### src/hdl/fdbrop_pkg.sv
// Shared constants, types and helper functions of the fragment depth and blend raster output.
`default_nettype none
package fdbrop_pkg;

	localparam int PIXELS_DEF     = 65536;
	localparam int DEPTH_BITS_DEF = 24;
	localparam int DEPTH_W        = 24;
	localparam int CNT_W          = 25;
	localparam int PIX_CFG_W      = 17;
	localparam logic [PIX_CFG_W-1:0] PIX_CFG_RESET = 17'd65536;

	localparam logic [1:0] CMD_FRAG  = 2'd0;
	localparam logic [1:0] CMD_CLEAR = 2'd1;
	localparam logic [1:0] CMD_READ  = 2'd2;

	localparam logic [8:0] UNIT_ONE  = 9'd256;
	localparam logic [8:0] HALF_ONE  = 9'd128;

	typedef enum logic [2:0] {
		ST_IDLE,
		ST_READ,
		ST_MIX,
		ST_CLEAR,
		ST_DONE
	} rop_state_t;

	typedef logic [3:0][8:0] rgba9_t;

	// Clamps a signed 10-bit component to the range 0 through 256.
	function automatic logic [8:0] unit_clamp(input logic signed [9:0] v);
		logic [8:0] r;
		if (v[9]) begin
			r = 9'd0;
		end else if (v[8:0] > UNIT_ONE) begin
			r = UNIT_ONE;
		end else begin
			r = v[8:0];
		end
		return r;
	endfunction

endpackage
`default_nettype wire

### src/hdl/fdbrop_mix.sv
// Color blend unit: registered products, then old*(1-a)+new*a truncated to bytes.
`default_nettype none
module fdbrop_mix import fdbrop_pkg::*; (
	input  wire logic        clk,
	input  wire logic        en,
	input  wire logic [31:0] old_rgba,
	input  wire rgba9_t      color,
	output logic      [31:0] mixed_rgba
);

	logic [3:0][16:0] p_old_s1;
	logic [3:0][16:0] p_new_s1;
	logic [8:0]       inv_a;

	assign inv_a = UNIT_ONE - color[3];

	always_ff @(posedge clk) begin
		if (en) begin
			for (int k = 0; k < 4; k++) begin
				p_old_s1[k] <= 17'(old_rgba[8*k +: 8]) * 17'(inv_a);
				p_new_s1[k] <= 17'(color[k]) * 17'(color[3]);
			end
		end
	end

	always_comb begin
		logic [24:0] sum;
		sum = 25'd0;
		for (int k = 0; k < 4; k++) begin
			sum = {p_old_s1[k], 8'd0} + {p_new_s1[k], 8'd0} - 25'(p_new_s1[k]);
			mixed_rgba[8*k +: 8] = sum[23:16];
		end
	end

endmodule
`default_nettype wire

### config.mk
export PLATFORM = sky130hd
export DESIGN_NAME = fdbrop_mix
export DESIGN_NICKNAME = d
export VERILOG_FILES = /design/src/hdl/fdbrop_pkg.sv /design/src/hdl/fdbrop_mix.sv
export SDC_FILE = /design/constraint.sdc
export NUM_CORES = 1
export LEC_CHECK = 0
export BUFFER_PORTS_ARGS = -buffer_cell sky130_fd_sc_hd__buf_2
export CORE_ASPECT_RATIO = 0.8
export CORE_UTILIZATION = 59
export DETAILED_ROUTE_END_ITERATION = 16
export PLACE_DENSITY = 0.8
export SETUP_SLACK_MARGIN = 0.2
export SLEW_MARGIN = 0
export SYNTH_ARGS = -nofsm -noshare
export SYNTH_HDL_FRONTEND = slang
export SYNTH_SLANG_ARGS = --single-unit
### constraint.sdc
create_clock -name clk -period 5.9 [get_ports clk]
set_input_delay 0.59 -clock clk [delete_from_list [all_inputs] [get_ports clk]]
set_output_delay 0.59 -clock clk [all_outputs]
set_load 0.01 [all_outputs]
==> summary.txt <==
Yosys
  – Synthesized netlist net count: between 3000 and 4000
  – Post-synthesis cell count: 2862
  – Post-synthesis cell type count: 59
  – Average cell area after synthesis: 9.15 sq um
  – Area of the mapped netlist: between 20000 and 30000 sq um
  – Cells taking the most area after synthesis: fa_1 29%, ha_1 17%, edfxtp_1 15%
  – Library cell occupying the most area in the post-synthesis netlist: fa_1
  – Fraction of synthesis flops using an asynchronous set or reset pin: 0
  – Most common cell in the synthesized netlist: inv_1
  – List of most frequent post-synthesis cells: 733 x inv_1, 380 x fa_1, 364 x ha_1, 357 x and2_1, 231 x nand2_1
  – Yosys top cell area share: 0.290
  – Sequential cell area fraction in the yosys report: 0.150
  – Flop and latch count out of synthesis: 131
  – Most used DFF post-synth: edfxtp_1
  – EDFF count, synth: approximately 130
  – Yosys warning total: 0

Floorplan
  – Core region area: between 40000 and 50000 sq um
  – Initial Utilization: 0.602
  – Number of ports placed on the die boundary: 102
  – Die Span X: 238 um
  – Std cell rows: about 70
  – Die area: 45200 sq um
  – Die H: between 150 and 200 um

Drt
  – Average via count per standard cell: roughly 5.3
  – Routed via count: 18900
  – Violation count after the first detailed-routing iteration: between 1000 and 1500
  – DRC violations left: 0
  – 1st-pass router iterations: 5
  – Final routed wirelength across all metal layers: approximately 58000 um
  – Antenna-violating nets left: 0
  – Average wire per standard cell: 16.3 um

Setup path
  – Biggest cell delay along the critical path: 640 ps
  – Slowest stage cell, crit path: a2111oi_1
  – CP delay by family, top: adder cells
  – Data arrival, critical path: 5700 ps
  – Worst path cell trace: buf_2 > nor4_1 > nand2_1 > or3_1 > xnor2_2 > buf_4 > and2_1 > fa_1 > fa_1 > inv_1 > fa_1 > inv_1 > ha_1 > a2111oi_1 > o21ai_0 > a31o_2 > a21oi_1 > xnor2_1
  – Type of the worst setup path: in2reg
  – Most prevalent standard cell on the critical path: fa_1
  – Type of element capturing the critical path: flop
  – Crit path buf inv count: 4
  – Data required time at the worst endpoint: 6100 ps
  – Biggest fanout along the worst timing path: 6
  – Worst Setup Start Kind: primary input

Global routing
  – Routing usage on met1: 0.356
  – Remaining global-route overflow: 0
  – Vias in the first global route: 20200
  – Peak-usage layer in the global routing report: met2
  – Maximum number of pins on one net before global-route repair: just over 80
  – M3 GR Usage: 0.0378
  – GR Util All Layers: 0.270
  – GR met2 Demand/Resource: 0.465
  – Number of antenna violations at the first check in global routing: 4
  – Global-route wire length before repair: 97400 um

Clock network
  – Number of CTS-inserted buffers: 17
  – Number of buffers inserted to repair setup after CTS: 0
  – Clock-pin slew of the registers on the worst-case setup and hold paths: 60 ps
  – TritonCTS clock tree: yes
  – Clock root buffer: clkbuf_16
  – Post-cts resize count: 0
  – # hold bufs at CTS: 0
  – Depth of the CTS H-tree: 4
  – Clock tree sinks: 131
  – Max clock buf depth: 2

Power
  – Internal power of the cells: around 7.3 mW
  – Switching power share of the total: 0.485
  – Proportion of power drawn by combinational gates: 0.785
  – Clock power frac: 0.073
  – Worst vdd ir: 0.000689 V
  – Switching power: 6.84 mW
  – Static Leak: roughly 15 nW
  – Power per cell area: 504 nW/um^2
  – Post-layout total power: 14.1 mW
  – Part of the total power dissipated in sequential elements: 0.143

Status
  – Result of the run: finished, final reports clean

STA
  – Relative slew slack: 0.307
  – Final Critical Period: 5510 ps
  – Slew Viols, Final: 0
  – Slew at the pin closest to its max-slew limit: 1040 ps
  – Min Hold Slack: around 580 ps
  – Fraction of the cycle the final worst path needs: 0.934
  – Finish-stage setup viols: 0
  – Final setup slack of the worst path: between 300 and 400 ps
  – Hold Fails Final Rpt: 0
  – Highest achievable clock rate: about 180 MHz
  – Total negative slack: 0 ps
  – Setup repair after global routing missed its margin: no

Place
  – RD Place Congestion: 0.920
  – Half-perimeter wire length after detailed placement: roughly 46000 um
  – Buffers added on ports: 101
  – Dpl cells: 3506
  – Worst setup slack before clock tree synthesis: -28.3 ps

Layout
  – Area growth from synthesis to layout: 7.01%
  – Count of placed standard cells in the final layout, fillers left out: 3542
  – Final layout net count: 3744
  – Fraction of final layout cells sized beyond drive strength 1: 0.0618

Min path
  – Class of the most critical hold timing path: in2reg

Flow run
  – Max-capacitance violation count: 0
-- sequential cells by signal, indices dropped and copies added, names as in the netlist --
signal / flops
p_new_s1: 67
p_old_s1: 64
-- power by group through the flow --
stage / sequential [mW] / combinational (mW) / clock [mW]
4_1_cts: 2.01 / 11.1 / 1.04
3_3_place_gp: 2.02 / 10.5 / 0
6_report: 2.01 / 11.1 / 1.02
3_5_place_dp: 2.03 / 11.0 / 0
5_1_grt: 2.04 / 12.6 / 1.08
2_1_floorplan: 1.89 / 8.17 / 0
-- stage by stage --
stage	util	instance area, sq um
6_report	0.645	28000
5_1_grt	0.644	28000
4_1_cts	0.644	28000
3_5_place_dp	0.631	27500
3_3_place_gp	0.631	27500
2_1_floorplan	-	26200
-- final timing paths --
path	to	slack, ps	cells past startpoint	from
min	p_new_s1[0]	580	2	color[0]
max	p_old_s1[48]	390	18	color[29]
-- cells by family after synthesis --
| group | Yosys count | synth area share |
|---|---|---|
| flops | 131 | 0.150 |
| buf+inv | 810 | 0.116 |
| simple gates | 794 | 0.159 |
| mux | 1 | 0.000430 |
| compound gates | 218 | 0.0551 |
| fa+ha+maj | 744 | 0.464 |
| xor+xnor | 164 | 0.0548 |
-- area by class of cell --
| cell class | count | area (sq um) |
|---|---|---|
| Multi-Input combinational cell | 1921 | 19300 |
| Fill cell | 3449 | 15500 |
| Sequential cell | 131 | 3930 |
| Inverter | 733 | 2750 |
| Timing Repair Buffer | 126 | 758 |
| Tap cell | 595 | 744 |
| Clock buffer | 18 | 429 |
| Clock inverter | 14 | 130 |
| Antenna cell | 4 | 10.0 |
-- placed cells by master (no fill, tap or decap), drive strengths merged, types with 27 or more instances in the layout --
master  count
a21o       31
a21oi      68
and2      357
buf       126
edfxtp    131
fa        380
ha        364
inv       737
nand2     231
nor2       79
o21ai      34
xnor2     137
xor2       27
-- metal layers --
metal	routed length, um	up-vias	part of all wire
li1	-	8872	-
met3	3290	89	0.057
met1	25000	9367	0.43
met4	1090	0	0.019
met5	0	-	0
met2	28200	552	0.49
No activity file was read; power rests on OpenSTA's default activity.
